### config.mk
export PLATFORM = sky130hd
export DESIGN_NAME = packed_list_table_engine
export DESIGN_NICKNAME = d
export VERILOG_FILES = /design/src/sv/plte_pkg.sv /design/src/sv/packed_list_table_engine.sv /design/src/sv/plte_ram.sv /design/src/sv/plte_seq.sv
export SDC_FILE = /design/constraint.sdc
export NUM_CORES = 2
export LEC_CHECK = 0
export ABC_CLOCK_PERIOD_IN_PS = 4200
export BUFFER_PORTS_ARGS = -buffer_cell sky130_fd_sc_hd__buf_2
export CAP_MARGIN = 15
export CORE_AREA = 2 2 484 342
export DETAILED_ROUTE_END_ITERATION = 6
export DIE_AREA = 0 0 486 344
export GPL_TIMING_DRIVEN = 1
export HOLD_SLACK_MARGIN = 0.1
export PLACE_DENSITY = 0.74
export SLEW_MARGIN = 40
export SYNTH_ARGS = -nofsm -noshare
export SYNTH_HDL_FRONTEND = slang
export SYNTH_SLANG_ARGS = --single-unit
### constraint.sdc
create_clock -name clk -period 4.2 [get_ports clk]
set_clock_uncertainty 0.15 [all_clocks]
set_input_delay 0.21 -clock clk [delete_from_list [all_inputs] [get_ports clk]]
set_output_delay 0.21 -clock clk [all_outputs]
set_load 0.01 [all_outputs]
### src/sv/plte_pkg.sv
`default_nettype none
package plte_pkg;

  localparam int MAX_ENTRIES = 64;
  localparam int IDX_W       = $clog2(MAX_ENTRIES);
  localparam int CNT_W       = $clog2(MAX_ENTRIES + 1);

  localparam int VAL_W       = 32;
  localparam int POS_W       = 6;
  localparam int OUT_CNT_W   = 7;

  // stream packing
  localparam int IN_DATA_W   = 40;
  localparam int OUT_DATA_W  = 48;

  typedef enum logic [1:0] {
    OP_APPEND = 2'd0,
    OP_REMOVE = 2'd1,
    OP_READ   = 2'd2,
    OP_QUERY  = 2'd3
  } opcode_t;

  typedef enum logic [1:0] {
    ST_OK    = 2'd0,
    ST_FULL  = 2'd1,
    ST_RANGE = 2'd2
  } status_t;

  typedef struct packed {
    logic [VAL_W-1:0] read_value;
    logic             found;
    logic [CNT_W-1:0] entry_count;
    status_t          status;
  } res_t;

endpackage
`default_nettype wire

### src/sv/packed_list_table_engine.sv
// channel | ports                          | contents
// in      | in_tvalid/in_tready/in_tdata   | tdata: value, position; tuser: opcode
// out     | out_tvalid/out_tready/out_tdata| tdata: read_value, found, entry_count, status
//
// append writes the ram as it is accepted; read issues the ram read at accept, then takes the data.
// remove and query scan the list through the single-port-read ram, one entry per
// cycle, until every entry below the count has been compared.
// rst_n (synchronous) empties the list; no clearing pass, entries are read only below the count.
// a finished word waits in the output register while the next word is accepted.
`default_nettype none
module packed_list_table_engine (
  input  wire logic                              clk,
  input  wire logic                              rst_n,
  input  wire logic                              in_tvalid,
  output logic                                   in_tready,
  // value[31:0], position[37:32], zero pad
  input  wire logic [plte_pkg::IN_DATA_W-1:0]    in_tdata,
  // opcode[1:0]
  input  wire logic [1:0]                        in_tuser,
  output logic                                   out_tvalid,
  input  wire logic                              out_tready,
  // read_value[31:0], found[32], entry_count[39:33], status[41:40], zero pad
  output logic [plte_pkg::OUT_DATA_W-1:0]        out_tdata
);
  import plte_pkg::*;

  logic             ram_we, ram_re;
  logic [IDX_W-1:0] ram_waddr, ram_raddr;
  logic [VAL_W-1:0] ram_wdata, ram_rdata;
  logic             res_valid, res_ready;
  res_t             res;

  logic                  out_valid_r;
  logic [OUT_DATA_W-1:0] out_data_r;

  plte_ram #(
    .DEPTH (MAX_ENTRIES),
    .WIDTH (VAL_W),
    .ADDR_W(IDX_W)
  ) u_ram (
    .clk  (clk),
    .we   (ram_we),
    .waddr(ram_waddr),
    .wdata(ram_wdata),
    .re   (ram_re),
    .raddr(ram_raddr),
    .rdata(ram_rdata)
  );

  plte_seq u_seq (
    .clk      (clk),
    .rst_n    (rst_n),
    .in_valid (in_tvalid),
    .in_ready (in_tready),
    .in_op    (opcode_t'(in_tuser)),
    .in_value (in_tdata[VAL_W-1:0]),
    .in_pos   (in_tdata[VAL_W +: POS_W]),
    .ram_we   (ram_we),
    .ram_waddr(ram_waddr),
    .ram_wdata(ram_wdata),
    .ram_re   (ram_re),
    .ram_raddr(ram_raddr),
    .ram_rdata(ram_rdata),
    .res_valid(res_valid),
    .res_ready(res_ready),
    .res      (res)
  );

  assign res_ready = !out_valid_r || out_tready;

  always_ff @(posedge clk) begin
    if (!rst_n) begin
      out_valid_r <= 1'b0;
    end else if (res_valid && res_ready) begin
      out_valid_r <= 1'b1;
    end else if (out_tready) begin
      out_valid_r <= 1'b0;
    end
  end

  always_ff @(posedge clk) begin
    if (res_valid && res_ready) begin
      out_data_r <= {(OUT_DATA_W - VAL_W - 1 - OUT_CNT_W - 2)'(0), res.status,
                     OUT_CNT_W'(res.entry_count), res.found, res.read_value};
    end
  end

  assign out_tvalid = out_valid_r;
  assign out_tdata  = out_data_r;

endmodule
`default_nettype wire

### src/sv/plte_ram.sv
`default_nettype none
module plte_ram #(
  parameter int DEPTH  = 64,
  parameter int WIDTH  = 32,
  parameter int ADDR_W = $clog2(DEPTH)
) (
  input  wire logic              clk,
  input  wire logic              we,
  input  wire logic [ADDR_W-1:0] waddr,
  input  wire logic [WIDTH-1:0]  wdata,
  input  wire logic              re,
  input  wire logic [ADDR_W-1:0] raddr,
  output logic      [WIDTH-1:0]  rdata
);

  logic [WIDTH-1:0] mem [DEPTH];

  always_ff @(posedge clk) begin
    if (we) begin
      mem[waddr] <= wdata;
    end
  end

  always_ff @(posedge clk) begin
    if (re) begin
      rdata <= mem[raddr];
    end
  end

endmodule
`default_nettype wire

### src/sv/plte_seq.sv
`default_nettype none
module plte_seq (
  input  wire logic                     clk,
  input  wire logic                     rst_n,
  input  wire logic                     in_valid,
  output logic                          in_ready,
  input  wire plte_pkg::opcode_t        in_op,
  input  wire logic [plte_pkg::VAL_W-1:0] in_value,
  input  wire logic [plte_pkg::POS_W-1:0] in_pos,
  output logic                          ram_we,
  output logic [plte_pkg::IDX_W-1:0]    ram_waddr,
  output logic [plte_pkg::VAL_W-1:0]    ram_wdata,
  output logic                          ram_re,
  output logic [plte_pkg::IDX_W-1:0]    ram_raddr,
  input  wire logic [plte_pkg::VAL_W-1:0] ram_rdata,
  output logic                          res_valid,
  input  wire logic                     res_ready,
  output plte_pkg::res_t                res
);
  import plte_pkg::*;

  typedef enum logic [2:0] {
    S_IDLE = 3'b001,
    S_SCAN = 3'b010,
    S_DONE = 3'b100
  } state_t;

  state_t           state_r, state_nxt;
  logic [CNT_W-1:0] occ_r, occ_nxt;
  logic [CNT_W-1:0] rd_r, rd_nxt;
  logic [CNT_W-1:0] wr_r, wr_nxt;
  logic             pend_r, pend_nxt;
  logic             hit_r, hit_nxt;
  opcode_t          op_r, op_nxt;
  logic [VAL_W-1:0] key_r, key_nxt;
  logic [VAL_W-1:0] rv_r, rv_nxt;
  status_t          st_r, st_nxt;
  logic             more;

  assign more = (rd_r < occ_r);

  always_comb begin
    state_nxt = state_r;
    occ_nxt   = occ_r;
    rd_nxt    = rd_r;
    wr_nxt    = wr_r;
    pend_nxt  = pend_r;
    hit_nxt   = hit_r;
    op_nxt    = op_r;
    key_nxt   = key_r;
    rv_nxt    = rv_r;
    st_nxt    = st_r;
    ram_we    = 1'b0;
    ram_waddr = wr_r[IDX_W-1:0];
    ram_wdata = ram_rdata;
    ram_re    = 1'b0;
    ram_raddr = rd_r[IDX_W-1:0];

    case (state_r)
      S_IDLE: begin
        if (in_valid) begin
          op_nxt   = in_op;
          key_nxt  = in_value;
          rv_nxt   = '0;
          hit_nxt  = 1'b0;
          st_nxt   = ST_OK;
          rd_nxt   = '0;
          wr_nxt   = '0;
          pend_nxt = 1'b0;
          case (in_op)
            OP_APPEND: begin
              if (occ_r == CNT_W'(MAX_ENTRIES)) begin
                st_nxt = ST_FULL;
              end else begin
                ram_we    = 1'b1;
                ram_waddr = occ_r[IDX_W-1:0];
                ram_wdata = in_value;
                occ_nxt   = occ_r + CNT_W'(1);
              end
              state_nxt = S_DONE;
            end
            OP_READ: begin
              if (CNT_W'(in_pos) < occ_r) begin
                ram_re    = 1'b1;
                ram_raddr = IDX_W'(in_pos);
                pend_nxt  = 1'b1;
                state_nxt = S_SCAN;
              end else begin
                st_nxt    = ST_RANGE;
                state_nxt = S_DONE;
              end
            end
            default: begin
              state_nxt = S_SCAN;
            end
          endcase
        end
      end

      S_SCAN: begin
        if (op_r == OP_READ) begin
          rv_nxt    = ram_rdata;
          pend_nxt  = 1'b0;
          state_nxt = S_DONE;
        end else begin
          // one read issued per cycle, compare lags by the ram latency
          if (more) begin
            ram_re   = 1'b1;
            rd_nxt   = rd_r + CNT_W'(1);
            pend_nxt = 1'b1;
          end else begin
            pend_nxt = 1'b0;
          end
          if (pend_r) begin
            if (ram_rdata == key_r) begin
              hit_nxt = 1'b1;
            end else if (op_r == OP_REMOVE) begin
              // compaction write trails the read pointer, no overlap
              ram_we = 1'b1;
              wr_nxt = wr_r + CNT_W'(1);
            end
          end
          if (!more && !pend_r) begin
            if (op_r == OP_REMOVE) begin
              occ_nxt = wr_r;
            end
            state_nxt = S_DONE;
          end
        end
      end

      S_DONE: begin
        if (res_ready) begin
          state_nxt = S_IDLE;
        end
      end

      default: begin
        state_nxt = S_IDLE;
      end
    endcase
  end

  always_ff @(posedge clk) begin
    if (!rst_n) begin
      state_r <= S_IDLE;
      occ_r   <= '0;
      pend_r  <= 1'b0;
    end else begin
      state_r <= state_nxt;
      occ_r   <= occ_nxt;
      pend_r  <= pend_nxt;
    end
  end

  always_ff @(posedge clk) begin
    rd_r  <= rd_nxt;
    wr_r  <= wr_nxt;
    hit_r <= hit_nxt;
    op_r  <= op_nxt;
    key_r <= key_nxt;
    rv_r  <= rv_nxt;
    st_r  <= st_nxt;
  end

  assign in_ready        = (state_r == S_IDLE);
  assign res_valid       = (state_r == S_DONE);
  assign res.read_value  = rv_r;
  assign res.found       = hit_r;
  assign res.entry_count = occ_r;
  assign res.status      = st_r;

endmodule
`default_nettype wire

# Yosys cells after proc, flatten, opt, wreduce, memory -nomap -nowiden
# Memories as Yosys holds them, arrays and structs flattened. A register that Yosys moved wholly into a read port is not among the register bits.
# Index checks and enable logic that the tools add are counted.
[totals]
regBits = 137
mem_bits_rw = 2048
in_bits = 46
wordCells = 122
mem_count = 1
[mem_list]
columns = ["memory", "words", "width", "read_ports", "rd_clocked_by_memory_dff", "write_ports", "line", "text"]
rows = [
  ["u_ram.mem", 64, 32, 1, 1, 1, "plte_ram.sv:16", "logic [WIDTH-1:0] mem [DEPTH];"],
]
[op_classes]
add_sub_neg = 3
n_lt_le_gt_ge = 2
n_eq_ne = 21
n_mux = 66
reduce_logical = 17
[op_table]
columns = ["op", "count"]
rows = [
  ["two-way mux 32 bit", 6],
  ["two-way mux 7 bit", 13],
  ["case mux 32 bit (2 select lines)", 1],
  ["two-way mux 6 bit", 8],
  ["case mux 7 bit (2 select lines)", 3],
  ["equality test 32 bit", 1],
  ["two-way mux 1 bit", 22],
  ["adder 7 x 1 -> 7 bit (second input constant)", 3],
  ["inequality test 2 x 1 -> 1 bit (second input constant)", 8],
  ["two-way mux 3 bit", 5],
  ["case mux 3 bit (3 select lines)", 1],
  ["inequality test 2 bit (second input constant)", 4],
  ["case mux 1 bit (2 select lines)", 4],
  ["equality test 7 bit (second input constant)", 1],
  ["less-than comparator 6 x 7 -> 1 bit", 1],
  ["less-than comparator 7 bit", 1],
  ["AND reduction 7 bit", 1],
  ["case mux 3 bit (2 select lines)", 1],
  ["AND reduction 3 bit", 2],
  ["AND reduction 6 bit", 1],
  ["AND reduction 5 bit", 1],
  ["equality test 2 bit (second input constant)", 2],
  ["case mux 2 bit (2 select lines)", 1],
  ["AND reduction 2 bit", 2],
  ["12 further kinds", 16],
]

# Longest topological paths before layout
[logic_depth]
ltp_word = 8
ltp_mapped = 19

# Hierarchy
# A second synthesis with hierarchy kept.
[hier_totals]
hier_cells = 4094
area_unflattened_um2 = 85518.3
[by_module_without_submodules]
columns = ["module", "n_inst", "cells_each", "area_per_inst_um2"]
rows = [
  ["plte_ram", 1, 3572, 79211.0],
  ["plte_seq", 1, 468, 4939.7],
  ["packed_list_table_engine", 1, 54, 1367.6],
]

# Worst setup path after synthesis
# OpenSTA, ideal clock, no wires.
[synth_path]
path_type = "register -> register"
from = "register u_seq.state_r[0]"
to = "memory u_ram.mem[1][0], enable pin"
setup_time_ns = 0.421
arrival_time_ns = 3.723
required_time_ns = 3.629
setup_slack_ns = -0.094
path_stages_with_launch = 10
period_less_slack_ns = 4.294
cell_sequence = "dfxtp_1 > nor3b_4 > nand2_1 > buf_6 > nor3_1 > nand2_1 > clkbuf_1 > o22ai_1 > nand3_1 > nor2_1"
[synth_between]
elab_chain_cells = 4
[synth_lines]
columns = ["element", "line", "text"]
rows = [
  ["start: declaration", "plte_seq.sv:28", "state_t state_r, state_nxt;"],
  ["start signal: assignment", "plte_seq.sv:150", "state_r <= state_nxt;"],
  ["equality test 3 x 1 -> 1 bit *", "--", ""],
  ["via in_tready", "packed_list_table_engine.sv:15", "output logic in_tready,"],
  ["case mux 1 bit (2 select lines)", "plte_seq.sv:59", "case (state_r)"],
  ["two-way mux 1 bit", "plte_ram.sv:19", "if (we) begin"],
  ["two-way mux 1 bit (not written as such)", "plte_ram.sv:20", "mem[waddr] <= wdata;"],
  ["end: declaration", "plte_ram.sv:16", ""],
]
# The timed path passes the listed nets; every way through them passes the cells marked *.

# Worst setup path in the final report
[layout_path]
from = "register u_seq.occ_r[4]"
to = "register u_ram.rdata[13], read port of u_ram.mem, data pin"
[layout_between]
elab_chain_cells = 5
[layout_lines]
columns = ["element", "line", "text"]
rows = [
  ["start: declaration", "plte_seq.sv:29", "logic [CNT_W-1:0] occ_r, occ_nxt;"],
  ["start signal: assignment", "plte_seq.sv:151", "occ_r <= occ_nxt;"],
  ["less-than comparator 6 x 7 -> 1 bit", "plte_seq.sv:83", "if (CNT_W'(in_pos) < occ_r) begin"],
  ["two-way mux 1 bit / two-way mux 6 bit (equally long branches)", "plte_seq.sv:83", ""],
  ["two-way mux 1 bit / two-way mux 6 bit (equally long branches)", "plte_seq.sv:70", "case (in_op)"],
  ["two-way mux 1 bit / two-way mux 6 bit (equally long branches)", "plte_seq.sv:61", "if (in_valid) begin"],
  ["case mux 1 bit (2 select lines) / two-way mux 6 bit (equally long branches)", "plte_seq.sv:59", ""],
  ["end: declaration", "plte_ram.sv:13", "output logic [WIDTH-1:0] rdata"],
]
# Several ways; a longest one is shown, not always the timed one.
# A chain may end at the register's enable or synchronous reset.

==> impl_metrics.toml <==
[floorplanning]
die_h_microns = 344
io_pins = 96
die-area_sq_um = 167000
num_rows = 124
core_area_sq_um = 162000
initial_core_util_pct = 53.6
die_x_microns = 486

[critical_path]
r2r-start = "u_seq.occ_r[4]"
path_max_fanout = 7
rr_worst_depth = 14
cp.required_ns = 4.63
end_kind = "flip-flop"
start_kind = "flip-flop"
critPathArrivalTime_ns = 4.64
rrSetupSlack_ns = -0.008
worst-setup-path-type = "reg -> reg"
r2r-end = "u_ram.rdata[13]"

[worst_hold_path]
hold_depth = 3
worstHoldEndpoint = "u_seq.st_r[0]"
min_from = "in_tuser[0]"
hold_class = "in -> reg"

[cts]
cts_sinks = 2217
cts_max_level = 4
cts_tree = "done"
clk_latency_ns = 0.83
clockBufferDepth = 3
cts_buffers = 188
path_clk_slew_ns = 0.06
cts-root-buf = "clkbuf_16"

[layout]
drive_above_1_share_pct = 18.8
finalNonFillerCells = 8267
final_common_cell = "edfxtp_1"
fillers = 10882
layout_common_cells = "edfxtp_1 (2,205), nand2_1 (849), mux2i_1 (382)"
fin_area_sq_um = 102000
area_growth_pct = 17.3
nNetsFinal = 6030

[pwr]
power_frac_comb_pct = 13.4
switching_share_pct = 25.5
seqPwrFrac_pct = 51.3
pwr-share-clk_pct = 35.2
intPower_uw = 35900
p_sw_uw = 12300
vdd_ir_drop_max_uv = 419
power_density_nw_per_um2 = 472
total_power_uw = 48200
p_leak_uw = 0.0346

[drt]
avgViaCountPerCell = 6.68
drtIter0Drc = 10483
detail-route-antenna-nets = 0
drc = 0
firstDrtPassIters = 7
vias = 55210
drt-total-wl_microns = 267000
wl_per_cell_microns = 32.3

[synth]
avgSynthCellArea_sq_um = 16.1
synth-seq-cells = 2217
async_reset_ff_share_pct = 0
ys_seq_area_share_pct = 76.3
yosys_warnings = 0
ys.flop_type = "edfxtp_1"
synth_edf_count = 2205
synth.distinct_cells = 82
syn_inst = 5409
synth_area_sq_um = 87100

[timing]
slew_headroom_pct = 39.8
fin_crit_ns = 4.21
setup_viol = 1
tightest_slew_ns = 0.902
timing.fmax_mhz = 238
fin_ws_ns = -0.00772
whs_ns = 0.190
rsz0062_at_grt = "true"
slew_viol_final = 0
hold_violations = 0
fin_crit_sh_pct = 100

[global_route]
grt_pass1_vias = 51509
grt_start_max_net_pins = 65
antenna_found_initial = 19
grt_pass1_wl_microns = 372000
grt.total_usage_pct = 31.2
overflow = 0

[placed_design]
hpwl_microns = 166000
placed_area_sq_um = 95100
placedCellCount = 7835
port_buffers = 87
dp_slack_ns = -0.144
finalWeightedCongestion = 0.917

[status]
outcome = "finished with violations"
violations = "setup timing"

[flow_run]
maxCapViolations = 0
## worst max-delay path, stage by stage, from the launching register on
cell     delay [ns]
dfxtp_1        0.33
inv_1          0.06
ha_1           0.31
and4b_1        0.21
o21ai_1        0.15
o32a_4         0.31
nand3_1        0.34
and2_2         0.44
nor2_1         0.52
buf_4          0.29
nand3_1        0.09
nand3_1        0.23
a21oi_1        0.10
buf_4          0.17
o221a_2        0.24
## through the flow
step	util (%)	setup TNS [ns]
after floorplan	-	-146.88
after global placement	58.5	-1.83
after detailed placement	58.5	-0.366
after CTS	62.6	0
after global routing	62.9	-0.194
final	62.9	-0.00772
## worst max path at each step
| stage | start | endpoint | slack (ns) | depth (start not counted) |
|---|---|---|---|---|
| 2_1_floorplan | u_seq.state_r[0] | u_ram.mem[1][0] | -0.09 | 9 |
| 3_3_place_gp | u_seq.occ_r[4] | u_ram.rdata[25] | -0.65 | 16 |
| 3_5_place_dp | u_seq.occ_r[4] | u_ram.rdata[19] | -0.14 | 14 |
| 4_1_cts | u_seq.occ_r[4] | u_ram.rdata[12] | 0.0004 | 14 |
| 5_1_grt | u_seq.occ_r[5] | u_ram.rdata[26] | -0.06 | 16 |
| 6_report | u_seq.occ_r[4] | u_ram.rdata[13] | -0.008 | 14 |
## registers in the layout, summed over array words and instances (netlist names), 3 cells and up
signal         cells
u_ram.mem       2048
out_tdata         42
u_ram.rdata       32
u_seq.key_r       32
u_seq.rv_r        32
u_seq.occ_r        7
u_seq.rd_r         7
u_seq.wr_r         7
u_seq.state_r      3
## Yosys cell counts, drive strengths merged (77+ instances only)
cell type | number | share of area [%]
a21oi | 294 | 1.7
buf | 202 | 1.4
clkbuf | 123 | 0.53
edfxtp | 2205 | 76
mux2 | 77 | 1.0
mux2i | 388 | 4.5
mux4 | 82 | 2.1
nand2 | 856 | 3.7
nand3 | 129 | 0.74
nor2 | 138 | 0.64
o21ai | 78 | 0.45
o22ai | 115 | 0.83
## logic make-up after synthesis
| logic type | count (synthesis) | share of synthesized area, % |
|---|---|---|
| mux | 547 | 7.57 |
| flops | 2217 | 76.3 |
| buf+inv | 339 | 2.04 |
| fa+ha+maj | 15 | 0.215 |
| simple gates | 1381 | 6.93 |
| compound gates | 868 | 6.53 |
| other cells | 1 | 0.00430 |
| xor+xnor | 41 | 0.412 |
## layout make-up
class	instances	area, sq um	area share [%]
clock inverter	102	857	0.839
clock buffer	239	4980	4.88
tap	2142	2680	2.62
antenna	5	12.5	0.0122
multi-input combinational	2858	19900	19.5
sequential	2217	66500	65.1
inverter	14	52.6	0.0514
timing repair buffer	690	7220	7.07
## power by group through the flow
| stage | logic, uW | registers, uW | clock network [uW] |
|---|---|---|---|
| 4_1_cts | 6110 | 24700 | 17000 |
| 2_1_floorplan | 3180 | 25200 | 0 |
| 3_5_place_dp | 6000 | 25200 | 0 |
| 3_3_place_gp | 5860 | 25200 | 0 |
| 6_report | 6480 | 24700 | 17000 |
| 5_1_grt | 6660 | 24700 | 17800 |
## layer usage
| layer | track usage, % | routed length [microns] | share of wire, % | vias up |
|---|---|---|---|---|
| met5 | 0 | 103 | 0.039 | - |
| met4 | 11.7 | 11200 | 4.2 | 16 |
| met3 | 11.7 | 46800 | 18 | 688 |
| met2 | 43.6 | 112000 | 42 | 4870 |
| met1 | 44.7 | 97000 | 36 | 27408 |
| li1 | - | - | - | 22228 |
## repair_timing
action / 4_1_cts / 5_1_grt
gates cloned: 0 / 3
pin swaps: 0 / 5
endpoints found under the setup margin: 6 / 29
setup buffers: 0 / 6
gates resized for setup: 10 / 47
hold endpoints to repair: 187 / 0
hold buffers: 76 / 0
Power figures use the tool's default switching activity.
